**config.mk**
```make
export PLATFORM = sky130hd
export DESIGN_NAME = bcaf_ctrl
export DESIGN_NICKNAME = d
export VERILOG_FILES = /design/src/rtl/bcaf_pkg.sv /design/src/rtl/bcaf_ctrl.sv
export SDC_FILE = /design/constraint.sdc
export NUM_CORES = 1
export LEC_CHECK = 0
export ABC_AREA = 1
export BUFFER_PORTS_ARGS = -buffer_cell sky130_fd_sc_hd__buf_4
export CAP_MARGIN = 15
export CORE_MARGIN = 4
export CORE_UTILIZATION = 49
export DETAILED_ROUTE_END_ITERATION = 12
export GPL_TIMING_DRIVEN = 0
export PLACE_DENSITY = 0.78
export SLEW_MARGIN = 20
export SYNTH_ARGS = -nofsm -noshare
export SYNTH_HDL_FRONTEND = slang
export SYNTH_SLANG_ARGS = --single-unit
```
**constraint.sdc**
```tcl
create_clock -name clk -period 3.39 [get_ports clk]
set_clock_uncertainty 0.05 [all_clocks]
set_input_delay 0.339 -clock clk [delete_from_list [all_inputs] [get_ports clk]]
set_output_delay 0.339 -clock clk [all_outputs]
set_load 0.02 [all_outputs]
```
**src/rtl/bcaf_pkg.sv**
```systemverilog
// shared types and constants for the block commit audio fifo
package bcaf_pkg;

	localparam int CAPACITY_FRAMES = 2048;
	localparam int BLOCK_FRAMES    = 256;

	localparam int SLOT_W   = $clog2(CAPACITY_FRAMES);
	localparam int POS_W    = $clog2(2 * CAPACITY_FRAMES);
	localparam int STAGED_W = $clog2(BLOCK_FRAMES + 1);
	localparam int SAMPLE_W = 16;
	localparam int WORD_W   = 2 * SAMPLE_W;
	localparam int COUNT_W  = 32;

	typedef enum logic [1:0] {
		ACT_PUSH  = 2'd0,
		ACT_POP   = 2'd1,
		ACT_FAULT = 2'd2
	} action_t;

	typedef struct packed {
		logic               valid;
		logic               accepted;
		logic               popped;
		logic               refill;
		logic               ready;
		logic               failed;
		logic [POS_W-1:0]   buffered;
		logic [COUNT_W-1:0] underruns;
	} result_t;

endpackage

```
**src/rtl/bcaf_ctrl.sv**
```systemverilog
// pointer, staging, latch and underrun logic with the result register
module bcaf_ctrl
	import bcaf_pkg::*;
(
	input  logic              clk,
	input  logic              arst_n,
	input  logic              valid_s1,
	input  logic [1:0]        action_s1,
	input  logic [WORD_W-1:0] frame_s1,
	output logic              we,
	output logic [SLOT_W-1:0] waddr,
	output logic [WORD_W-1:0] wdata,
	output logic              re,
	output logic [SLOT_W-1:0] raddr,
	output result_t           result_s2
);

	logic [POS_W-1:0]    rp_q, cp_q;
	logic [STAGED_W-1:0] staged_q;
	logic                ready_q, fault_q;
	logic [COUNT_W-1:0]  under_q;

	logic [POS_W-1:0]    rp_d, cp_d, used, used_d, free_frames;
	logic [STAGED_W-1:0] staged_d, staged_inc;
	logic                ready_d, fault_d;
	logic [COUNT_W-1:0]  under_d;
	logic                push_ok, pop_go, pop_ok, refill;
	result_t             result_d;

	assign used        = cp_q - rp_q;
	assign free_frames = POS_W'(CAPACITY_FRAMES) - used;
	assign staged_inc  = staged_q + STAGED_W'(1);

	always_comb begin
		rp_d     = rp_q;
		cp_d     = cp_q;
		staged_d = staged_q;
		ready_d  = ready_q;
		fault_d  = fault_q;
		under_d  = under_q;
		push_ok  = 1'b0;
		pop_go   = 1'b0;
		pop_ok   = 1'b0;
		refill   = 1'b0;
		if (valid_s1) begin
			case (action_t'(action_s1))
				ACT_PUSH: begin
					push_ok = !fault_q && !(staged_q == '0 &&
						free_frames < POS_W'(BLOCK_FRAMES));
					if (push_ok) begin
						if (staged_inc >= STAGED_W'(BLOCK_FRAMES)) begin
							staged_d = '0;
							cp_d     = cp_q + POS_W'(BLOCK_FRAMES);
							if (used + POS_W'(BLOCK_FRAMES) == POS_W'(CAPACITY_FRAMES)) begin
								ready_d = 1'b1;
							end
						end else begin
							staged_d = staged_inc;
						end
					end
				end
				ACT_POP: begin
					pop_go = ready_q && !fault_q;
					pop_ok = pop_go && used != '0;
					if (pop_ok) begin
						rp_d   = rp_q + POS_W'(1);
						refill = (rp_d % POS_W'(BLOCK_FRAMES)) == '0;
					end else if (pop_go && under_q != '1) begin
						under_d = under_q + COUNT_W'(1);
					end
				end
				ACT_FAULT: begin
					fault_d = 1'b1;
				end
				default: begin
				end
			endcase
		end
		used_d = cp_d - rp_d;
	end

	assign we    = push_ok;
	assign waddr = cp_q[SLOT_W-1:0] + SLOT_W'(staged_q);
	assign wdata = frame_s1;
	assign re    = pop_ok;
	assign raddr = rp_q[SLOT_W-1:0];

	always_comb begin
		result_d.valid     = valid_s1;
		result_d.accepted  = push_ok || pop_ok;
		result_d.popped    = pop_ok;
		result_d.refill    = refill;
		result_d.ready     = ready_d && !fault_d;
		result_d.failed    = fault_d;
		result_d.buffered  = used_d;
		result_d.underruns = under_d;
	end

	always_ff @(posedge clk or negedge arst_n) begin
		if (!arst_n) begin
			rp_q      <= '0;
			cp_q      <= '0;
			staged_q  <= '0;
			ready_q   <= 1'b0;
			fault_q   <= 1'b0;
			under_q   <= '0;
			result_s2 <= '0;
		end else begin
			rp_q      <= rp_d;
			cp_q      <= cp_d;
			staged_q  <= staged_d;
			ready_q   <= ready_d;
			fault_q   <= fault_d;
			under_q   <= under_d;
			result_s2 <= result_d;
		end
	end

endmodule

```
---- Yosys cells after proc, flatten, opt, wreduce, memory -nomap -nowiden ----
Index checks and enable logic that the tools add are counted.
storage, ports and cells
  bits in registers ....................... 84
  output and inout port bits .............. 106
  input port bits ......................... 37
  logic and storage cells ................. 66
cells by class
  eq/ne operators ......................... 4
  order comparisons ....................... 2
  bitwise logic cells ..................... 1
  $add $sub $neg .......................... 9
  multiplexer cells ....................... 22
  reductions and logical operators ........ 16
operators by type and width
  kind                                                       count
  2-to-1 mux 12 bit                                          7
  adder 32 x 1 -> 32 bit (second input constant)             1
  inequality test 32 bit (second input constant)             1
  adder 12 x 9 -> 12 bit (second input constant)             2
  subtractor 12 bit                                          2
  2-to-1 mux 1 bit                                           14
  adder 12 x 1 -> 12 bit (second input constant)             1
  equality test 12 bit (second input constant)               1
  zero test 12 bit                                           1
  < comparator 12 x 9 -> 1 bit (second input constant)       1
  nonzero test 12 bit                                        1
  subtractor 12 bit (first input constant)                   1
  adder 11 x 9 -> 11 bit                                     1
  adder 9 x 1 -> 9 bit (second input constant)               1
  greater-or-equal comparator 9 bit (second input constant)  1
  zero test 9 bit                                            1
  2-to-1 mux 9 bit                                           1
  logical AND 1 bit                                          6
  AND reduction 4 bit                                        1
  zero test 1 bit                                            3
  AND reduction 3 bit                                        1
  equality test 2 x 1 -> 1 bit (second input constant)       1
  equality test 2 bit (second input constant)                1
  zero test 2 bit                                            1
  2 further kinds                                            2

---- Logic depth before layout (Yosys ltp) ----
Gate-level depths: netlist (run 1).
  word-level depth ........................ 10
  gate-level depth with buffers ........... 26
  depth with buffers taken out ............ 26

---- Worst setup path before layout (run 1) ----
OpenSTA, ideal clock, no wires.
  kind .................................... register -> register
  from .................................... register rp_q[0]
  to ...................................... register result_s2[43] (netlist bit)
  buffers on the path ..................... 1
  setup time .............................. 116 ps
  required time ........................... 3,224 ps
  arrival time ............................ 3,204 ps
  period minus slack after synthesis ...... 3,371 ps
  slack ................................... 19 ps
  cell stages (with the launch flop) ...... 22
  path through ............................ dfrtp_1 inv_2 ha_1 nand3_1 nor2_1 nand2_1 nand2_1 nand2_1 nor2_4 nand3_4 nand2_4 buf_12 inv_1 nand4_1 xor2_1 ha_1 a21oi_1 nor2_1 nor2_1 nand2_1 nand3_1 nand2_1
RTL lines
  item                    RTL line          RTL
  from (decl)             bcaf_ctrl.sv:18   logic [POS_W-1:0] rp_q, cp_q;
  from (signal assigned)  bcaf_ctrl.sv:109  rp_q <= rp_d;
  to (signal assigned)    bcaf_ctrl.sv:115  result_s2 <= result_d;
  to (decl)               bcaf_ctrl.sv:15   output result_t result_s2

==> summary.md, run 1 <==
| Metric | Value |
|---|---|
| Post-Syn Area | `5331 um2` |
| Crit. End Element | `flop` |
| Routed len/inst | `14.73 um` |
| Most common flop cell mapped by yosys | `dfrtp_1` |
| CP max FO | `6` |
| Row cnt | `37` |
| Max-slew headroom | `between 30% and 40%` |
| H-tree levels | `3` |
| Initial drt markers | `343` |
| Max VDD drop | `approximately 0.00021 V` |
| Final Hold Fails | `0` |
| Root Driver | `clkbuf_8` |
| Final Wtd Congestion | `slightly above 0.9` |
| Finished Cell Area | `7061 um2` |
| # DRC | `0` |
| First-pass GRT wire length | `22150 um` |
| # hold bufs at CTS | `0` |
| Cell count after synthesis | `around 680` |
| Fin crit share | `97.22%` |
| Multi-input logic area | `2930 um2` |
| Total clock buffers created by CTS | `9` |
| Synth area leaders | `dfrtp_1, nand2_1, buf_4` |
| Post-synth top area share | `35.20%` |
| R2R depth | `23` |
| R2r startpoint | `rp_q[1]` |
| Largest net degree at the start of global routing | `76` |
| Syn Nets | `734` |
| Status | `finished, final reports clean` |
| Synth area leader | `dfrtp_1` |
| Crit path kind | `reg2reg` |
| Boundary Pins | `around 140` |
| Max Transition Viols Final | `0` |
| Syn-to-layout area delta | `32.43%` |
| Worst reg-to-reg setup slack | `0.09 ns` |
| Most frequent cell after synthesis | `nand2_1` |
| FFs w/ async S/R, synth | `100.0%` |
| GRT overflow | `0` |
| WHS | `0.05802 ns` |
| Die height | `between 100 and 150 um` |
| Antenna diodes | `0` |
| FMAX | `303.4 MHz` |
| CP Data Required Time | `3.59 ns` |
| Final setup viols | `0` |
| Placed cell area | `6327 um2` |
| IO buf count | `110` |
| Netlist cell types | `42` |
| CP endpoint | `result_s2[41]` |
| Post-synth EDFFs | `0` |
| Die Footprint | `12610 um2` |
| Seq/Total Area, Yosys | `35.20%` |
| Leak | `3.513 nW` |
| Register area | `1888 um2` |
| Die W | `approximately 110 um` |
| Initial Utilization | `around half` |
| Yosys reg bits | `75` |
| CTS tree | `yes` |
| Post-Route WL | `approximately 14000 um` |
| DRT antenna net count | `0` |
| Via/cell ratio | `5.199` |
| Total track usage | `21.34%` |
| Max-cap violations | `0` |
| Pwr/cell area | `265.7 nW/um2` |
| Routed via count | `5059` |
| Fill count | `834` |
| Syn Area/Cell | `between 7 and 8 um2` |
| Data arrival, critical path | `3.50 ns` |
| CP Launch Type | `flop` |
| Most instantiated cells after synthesis | `nand2_1, inv_1, dfrtp_1` |
| Clk_lat worst skew | `0.36 ns` |
| Worst-margin pin slew | `0.9346 ns` |
| Initial DRT Pass Iterations | `6` |
| Capturing point of the worst reg2reg path | `result_s2[41]` |
| Clk buf depth | `2` |
| Worst hold path type | `in2async` |
| Share of cells above drive strength 1 | `38.11%` |
| Total Nets Final | `885` |
| Initial antenna violation count | `0` |
| Reg clk slew, reported paths | `0.08 ns` |
| Core ar. | `10460 um2` |
| Sink Count | `75` |
| Number of global-route vias before repair | `4715` |
| Min Tclk post-route | `~3.3 ns` |
| Post-detail-place hpwl | `10110 um` |
| Setup TNS | `0 ns` |
| Crit. Startpoint | `rp_q[1]` |
| Yosys warns | `0` |
-- cell usage in the layout (no fill, tap or decap), types with 4 or more instances in the layout --
master and count:
nor2_1 50, nor2_2 8, inv_1 73, xnor2_1 17
ha_1 10, nand3_2 6, nand2_2 23, nor2_4 10
dfrtp_1 66, nand2_4 11, xor2_1 31, buf_4 194
inv_2 6, ha_4 6, clkbuf_8 10, nor4_1 7
nor3_1 17, nand4_1 25, xor2_2 4, nor3_2 5
nand3_1 51, dfrtp_2 9, nand2_1 150, o21ai_0 11
-- how the worst min path moves through the flow --
stage	endpoint	depth (start not counted)
after global placement	ready_q	2
after detailed placement	ready_q	2
after global routing	result_s2[49]	1
final	under_q[23]	1
after floorplan	cp_q[10]	0
after CTS	result_s2[49]	1
-- power breakdown --
group / total [W] / switching (W) / internal, W
sequential: 0.000894 / 0.000000133 / 0.000894
clock: 0.000870 / 0.000355 / 0.000515
combinational: 0.000112 / 0.0000601 / 0.0000516
-- flip-flops by register name, indices dropped and copies added, names as in the netlist --
name / flops
under_q: 32
result_s2: 16
rp_q: 12
fault_q: 1
cp_q: 4
ready_q: 1
staged_q: 9
-- logic make-up after synthesis --
kind of cell,Yosys count,share of synthesized area [%]
simple gates,371,34.66
xor+xnor,54,9.364
compound gates,25,2.887
flops,75,35.20
fa+ha+maj,16,3.755
buf+inv,140,14.13
-- per-stage QoR --
stage	utilization, %	std cells	power, W	setup WS (ns)
floorplan	-	681	0.0009718	0.01949
global placement	60.48	927	0.001025	-0.4073
detailed placement	60.48	927	0.001026	-0.4857
CTS	64.10	952	0.001893	0.01144
global route	67.48	973	0.001942	-0.1299
finish	67.48	973	0.001876	0.09434
-- area by class of cell --
type	instances	area share (%)
Sequential cell	75	26.74
Multi-Input combinational cell	466	41.50
Clock inverter	5	1.524
Tap cell	136	2.410
Clock buffer	11	2.002
Timing Repair Buffer	141	14.99
Buffer	57	6.362
Inverter	82	4.466
-- worst max-delay path, cell delays in order, from the launching register on --
cell     delay (ns)
dfrtp_2        0.43
inv_4          0.08
ha_4           0.19
nand2_4        0.08
nor2_4         0.14
nand3_2        0.11
nand2_2        0.08
nand2_1        0.06
nand2_2        0.10
nand2_1        0.08
nor2_2         0.10
nand3_1        0.08
nand2_1        0.07
nand2_1        0.07
nand4_1        0.09
and2_4         0.17
nand2_2        0.09
xnor2_1        0.36
ha_4           0.28
nand2_1        0.11
nor2_1         0.06
nand3_1        0.09
nand2_2        0.07
xor2_2         0.14
-- per-layer routing --
metal	GRT usage (%)	share of wire, %	up-vias
met3	3.774	7.4	38
met4	8.574	2.6	0
met5	0	0	-
met2	35.60	49	239
li1	-	-	2417
met1	27.56	41	2365
-- repair_timing --
item,in CTS,in global routing
endpoints found under the setup margin,6,5
gates cloned,0,0
pin swaps,2,21
setup buffers,9,22
gates resized for setup,17,42
No activity file was read; power rests on OpenSTA's default activity.
==> run 2, diff against run 1 <==
Settings changed: PLACE_DENSITY 0.78 to 0.81.
==> run 2 against run 1 <==
Against the previous run: power shrank 11%; flip-flop and latch count unchanged; combinational power about the same; setup slack gained 0.046 ns; hold slack improved by 0.0064 ns; cell area shrank 1.5%; clock power is 24% lower; global-route usage increased by 0.35 points; largest cell class unchanged; largest power group unchanged.
==> summary.md, run 2 (synthesis results as in run 1) <==
| Metric | Value |
|---|---|
| Worst Path Buf+Inv | `6` |
| Clk_lat worst skew | `between 0.3 and 0.4 ns` |
| Biggest regs | `under_q: 32 flops, result_s2: 16 flops, rp_q: 12 flops` |
| Die W | `112.3 um` |
| Row cnt | `37` |
| Max VDD drop | `approximately 0.00019 V` |
| IO buf count | `110` |
| Post-Route WL | `around 14000 um` |
| Reg clk slew, reported paths | `0.08 ns` |
| Pre-CTS WS | `-0.5232 ns` |
| Worst hold path type | `in2async` |
| Crit. End Element | `flop` |
| Worst-margin pin slew | `0.9336 ns` |
| Non-filler cells, final | `966` |
| Antenna diodes | `0` |
| Clk buf depth | `2` |
| # DRC | `0` |
| Final Hold Fails | `0` |
| Leak | `3.456 nW` |
| Total track usage | `21.70%` |
| Initial drt markers | `279` |
| Final setup viols | `0` |
| Routed via count | `about 4900` |
| Crit-path leading delay family | `simple AND/OR/NAND/NOR gates` |
| WHS | `0.06444 ns` |
| Sink Count | `75` |
| Crit. Startpoint | `rp_q[10]` |
| Total clock buffers created by CTS | `9` |
| Fin crit share | `95.85%` |
| Crit path kind | `reg2reg` |
| Core ar. | `between 10000 and 15000 um2` |
| FMAX | `307.8 MHz` |
| Largest net degree at the start of global routing | `76` |
| Number of global-route vias before repair | `approximately 4900` |
| R2r startpoint | `rp_q[10]` |
| Placed insts | `927` |
| # hold bufs at CTS | `0` |
| Critical-path top delay cell | `dfrtp_2` |
| Post-layout util | `66.49%` |
| Pwr/cell area | `239.4 nW/um2` |
| Max-slew headroom | `37.76%` |
| Syn-to-layout area delta | `30.49%` |
| Commonest non-fill, non-tap cells in the layout | `buf_4, nand2_1, inv_1, dfrtp_1, nand3_1` |
| Routed len/inst | `14.42 um` |
| Initial antenna violation count | `0` |
| Root Driver | `clkbuf_8` |
| Finished Cell Area | `~7000 um2` |
| Largest Register | `under_q` |
| Min Tclk post-route | `3.249 ns` |
| Max reg flops | `32` |
| Final Wtd Congestion | `0.9093` |
| Most common cell after layout, fill and taps aside | `buf_4` |
| Placed cell area | `6327 um2` |
| CTS tree | `yes` |
| DRT antenna net count | `0` |
| Boundary Pins | `approximately 140` |
| Initial DRT Pass Iterations | `5` |
| First-pass GRT wire length | `22680 um` |
| Total Nets Final | `878` |
| Critical-path cell list | `inv_1 > ha_4 > inv_1 > nor3_1 > nand2_1 > nand3_1 > nand2_2 > nor2_4 > nand3_4 > buf_4 > nand2_1 > inv_1 > nand3_1 > xor2_1 > inv_1 > ha_4 > nand2_1 > nor2_1 > nand3_1 > nand2_2 > inv_2 > nand2_2 > nand2_1` |
| Max Transition Viols Final | `0` |
| CP Launch Type | `flop` |
| Via/cell ratio | `approximately 5.1` |
| Max-cap violations | `0` |
| Largest stage delay, worst path | `0.40 ns` |
| GRT overflow | `0` |
| Post-detail-place hpwl | `10230 um` |
| CP max FO | `5` |
| Die Footprint | `12610 um2` |
| Data arrival, critical path | `3.45 ns` |
| Setup WS post-layout | `~0.14 ns` |
| Status | `finished, final reports clean` |
| CP Data Required Time | `3.59 ns` |
| Die height | `~110 um` |
| H-tree levels | `3` |
| Share of cells above drive strength 1 | `37.83%` |
| Initial Utilization | `50.96%` |
-- run 2: changes by cell type in the layout (fill, tap and decap cells not counted), sizes merged --
cell      previous run  this run
buf                198       191
bufinv               3         0
clkinv               0         3
clkinvlp             0         1
inv                 84        83
-- run 2: final timing paths --
| kind | slack [ns] | depth (start not counted) | to |
|---|---|---|---|
| min in group clk | 0.10 | 1 | result_s2[49] |
| max | 0.14 | 23 | result_s2[43] |
| min reg2reg | 0.44 | 2 | ready_q |
| max in group asynchronous | 2.56 | 1 | rp_q[0] |
| min | 0.06 | 1 | under_q[29] |
| max reg2reg | 0.14 | 23 | result_s2[43] |
-- run 2: layout make-up --
cell class / count / area [um2]
Fill cell: 838 / 3506
Multi-Input combinational cell: 466 / 2938
Sequential cell: 75 / 1888
Timing Repair Buffer: 134 / 1010
Buffer: 57 / 449.2
Inverter: 82 / 315.3
Tap cell: 136 / 170.2
Clock buffer: 11 / 151.4
Clock inverter: 5 / 35.03
-- run 2: where the power goes --
part	switching (W)	internal, W
logic	0.0000604	0.0000516
registers	0.000000159	0.000894
clock network	0.000352	0.000307
total	0.000413	0.00125
-- run 2: what timing repair did --
item | CTS | global route
setup buffers | 8 | 16
pin swaps | 3 | 28
resized for setup | 19 | 44
endpoints found under the setup margin | 6 | 3
-- run 2: metrics by stage --
step	power (W)	setup TNS (ns)
finish	0.001665	0
global route	0.001734	-0.05259
CTS	0.001686	0
global placement	0.001026	-0.8712
floorplan	0.0009718	0
detailed placement	0.001027	-1.171
-- run 2: worst register-to-register path, stage by stage (launching register included) --
cell     delay, ns
dfrtp_2       0.40
inv_1         0.09
ha_4          0.30
inv_1         0.08
nor3_1        0.17
nand2_1       0.09
nand3_1       0.11
nand2_2       0.10
nor2_4        0.13
nand3_4       0.12
buf_4         0.18
nand2_1       0.08
inv_1         0.07
nand3_1       0.09
xor2_1        0.21
inv_1         0.10
ha_4          0.29
nand2_1       0.06
nor2_1        0.10
nand3_1       0.09
nand2_2       0.10
inv_2         0.04
nand2_2       0.04
nand2_1       0.04
-- run 2: routing by layer --
metal / global-route usage (%) / vias to the layer above / part of all wire [%]
li1: - / 2417 / -
met1: 28.50 / 2317 / 42
met2: 35.72 / 175 / 49
met3: 4.367 / 24 / 6.9
met4: 7.612 / 0 / 2.1
met5: 0 / - / 0
==> run 3, diff against run 2 <==
Settings changed: CTS_BUF_LIST set to sky130_fd_sc_hd__clkbuf_16.
==> run 3 against run 2 <==
Against the previous run: first-iteration DRC count is 9.3% higher; highest routed layer unchanged; via count is 3.0% higher; flip-flop and latch count stayed put; critical path type unchanged; critical path depth is 1 higher.
==> summary.md, run 3 (synthesis results as in run 1) <==
| Metric | Value |
|---|---|
| Status | `finished, final reports clean` |
| Multi-input logic area | `2960 um2` |
| Antenna diodes | `0` |
| Critical-path cell list | `inv_4 > ha_4 > nand2_4 > nor2_4 > nand3_2 > buf_4 > nand3_1 > nand2_2 > nor2_4 > nand3_4 > buf_6 > nand2_1 > inv_1 > nand3_1 > xor2_1 > inv_1 > ha_4 > nand2_1 > nor2_1 > nand3_1 > nand2_2 > inv_2 > nand2_2 > nand2_1` |
| Worst Path Buf+Inv | `6` |
| Final setup viols | `0` |
| Die W | `112.3 um` |
| CP Data Required Time | `about 3.6 ns` |
| Initial drt markers | `slightly above 300` |
| Post-detail-place hpwl | `~10000 um` |
| Total track usage | `between 20% and 30%` |
| # hold bufs at CTS | `0` |
| Share of cells above drive strength 1 | `between 30% and 40%` |
| Fill count | `810` |
| Fin crit share | `between 90 and 100%` |
| Critical-path top delay cell | `dfrtp_2` |
| Setup TNS | `0 ns` |
| Data arrival, critical path | `3.51 ns` |
| Routed len/inst | `between 10 and 15 um` |
| Syn-to-layout area delta | `33.98%` |
| H-tree levels | `3` |
| Post-Route WL | `14590 um` |
| Leak | `3.550 nW` |
| Clk buf depth | `2` |
| DRT antenna net count | `0` |
| FMAX | `300.0 MHz` |
| First-pass GRT wire length | `23140 um` |
| GRT overflow | `0` |
| Final Hold Fails | `0` |
| Boundary Pins | `143` |
| Clk_lat worst skew | `0.34 ns` |
| Largest stage delay, worst path | `between 0.4 and 0.5 ns` |
| Total clock buffers created by CTS | `9` |
| Register area | `1888 um2` |
| Min Tclk post-route | `3.333 ns` |
| Sink Count | `75` |
| Die Footprint | `12610 um2` |
| Most common cell after layout, fill and taps aside | `buf_4` |
| Pwr/cell area | `around 260 nW/um2` |
| Largest Register | `under_q` |
| Crit-path leading delay family | `simple AND/OR/NAND/NOR gates` |
| Finished Cell Area | `7143 um2` |
| Worst-margin pin slew | `0.9408 ns` |
| CP Launch Type | `flop` |
| Initial DRT Pass Iterations | `7` |
| Number of global-route vias before repair | `around 4900` |
| Worst hold path type | `in2async` |
| Max Transition Viols Final | `0` |
| Core ar. | `10460 um2` |
| Reg clk slew, reported paths | `0.06 ns` |
| Crit path kind | `reg2reg` |
| Biggest regs | `under_q: 32 flops, result_s2: 16 flops, rp_q: 12 flops` |
| Commonest non-fill, non-tap cells in the layout | `buf_4, nand2_1, inv_1, dfrtp_1` |
| IO buf count | `110` |
| Via/cell ratio | `approximately 5.2` |
| Initial Utilization | `around half` |
| CTS tree | `yes` |
| Max-cap violations | `0` |
| Crit. End Element | `flop` |
| Largest net degree at the start of global routing | `76` |
| Initial antenna violation count | `0` |
| Total Nets Final | `just under 900` |
| Final Wtd Congestion | `0.9093` |
| CP max FO | `5` |
| Routed via count | `5082` |
| Placed cell area | `6327 um2` |
| Root Driver | `clkbuf_16` |
| Max-slew headroom | `between 30 and 40%` |
| # DRC | `0` |
| Post-layout util | `68.27%` |
| Die height | `roughly 110 um` |
| Row cnt | `37` |
| Max reg flops | `32` |
| Max VDD drop | `0.0002464 V` |
[run 3: cell count changes in the layout (fill, tap and decap cells not counted), moves of 2 or more]
cell / previous run / this run
buf_4: 186 / 194
buf_6: 2 / 4
clkbuf_16: 0 / 9
clkbuf_8: 11 / 0
clkinv_1: 0 / 2
nand2_1: 148 / 146
nand2_2: 24 / 26
[run 3: report_power, final]
part           switching, W  total, W  internal (W)
combinational     0.0000607  0.000112     0.0000516
clock              0.000392  0.000884      0.000491
sequential      0.000000159  0.000896      0.000896
total              0.000453   0.00189       0.00144
[run 3: worst paths after layout]
check	startpoint	end	slack (ns)	cells past startpoint
max	rp_q[1]	result_s2[43]	0.06	24
min	arst_n	under_q[23]	0.1	1
max reg2reg	rp_q[1]	result_s2[43]	0.06	24
min reg2reg	ready_q	ready_q	0.44	2
max in group asynchronous	arst_n	rp_q[0]	2.53	1
min in group clk	valid_s1	result_s2[49]	0.12	1
[run 3: layout make-up]
| class | count | area share [%] |
|---|---|---|
| Buffer | 57 | 6.288 |
| Clock buffer | 9 | 3.153 |
| Clock inverter | 7 | 0.5956 |
| Inverter | 82 | 4.414 |
| Multi-Input combinational cell | 466 | 41.44 |
| Sequential cell | 75 | 26.43 |
| Tap cell | 136 | 2.382 |
| Timing Repair Buffer | 144 | 15.29 |
[run 3: repair_timing]
item,in CTS,in global routing
resized for setup,21,50
setup buffers,7,27
setup endpoints to repair,6,3
pin swaps,3,35
[run 3: routing by layer]
metal  track usage, %  share of wire [%]  up-vias
met4            7.452                2.6        0
met1            28.81                 41     2384
li1                 -                  -     2436
met3            4.636                7.3       39
met5                0                  0        -
met2            37.03                 49      223
[run 3: metrics by stage]
stage | worst slack [ns] | total power, W | hold slack [ns] | instances
2_1_floorplan | 0.01949 | 0.0009718 | -0.006591 | 681
3_3_place_gp | -0.4173 | 0.001026 | 0.3971 | 927
3_5_place_dp | -0.5232 | 0.001027 | 0.4106 | 927
4_1_cts | 0.0003362 | 0.001904 | 0.1150 | 950
5_1_grt | -0.08059 | 0.001949 | 0.1192 | 976
6_report | 0.05712 | 0.001892 | 0.09586 | 976
[run 3: worst register-to-register path: stages, from the launching register on]
cell and delay (ns):
dfrtp_2 0.43, inv_4 0.08, ha_4 0.20, nand2_4 0.07
nor2_4 0.14, nand3_2 0.13, buf_4 0.17, nand3_1 0.08
nand2_2 0.10, nor2_4 0.13, nand3_4 0.13, buf_6 0.16
nand2_1 0.08, inv_1 0.07, nand3_1 0.08, xor2_1 0.23
inv_1 0.11, ha_4 0.29, nand2_1 0.06, nor2_1 0.10
nand3_1 0.09, nand2_2 0.11, inv_2 0.04, nand2_2 0.04
nand2_1 0.04
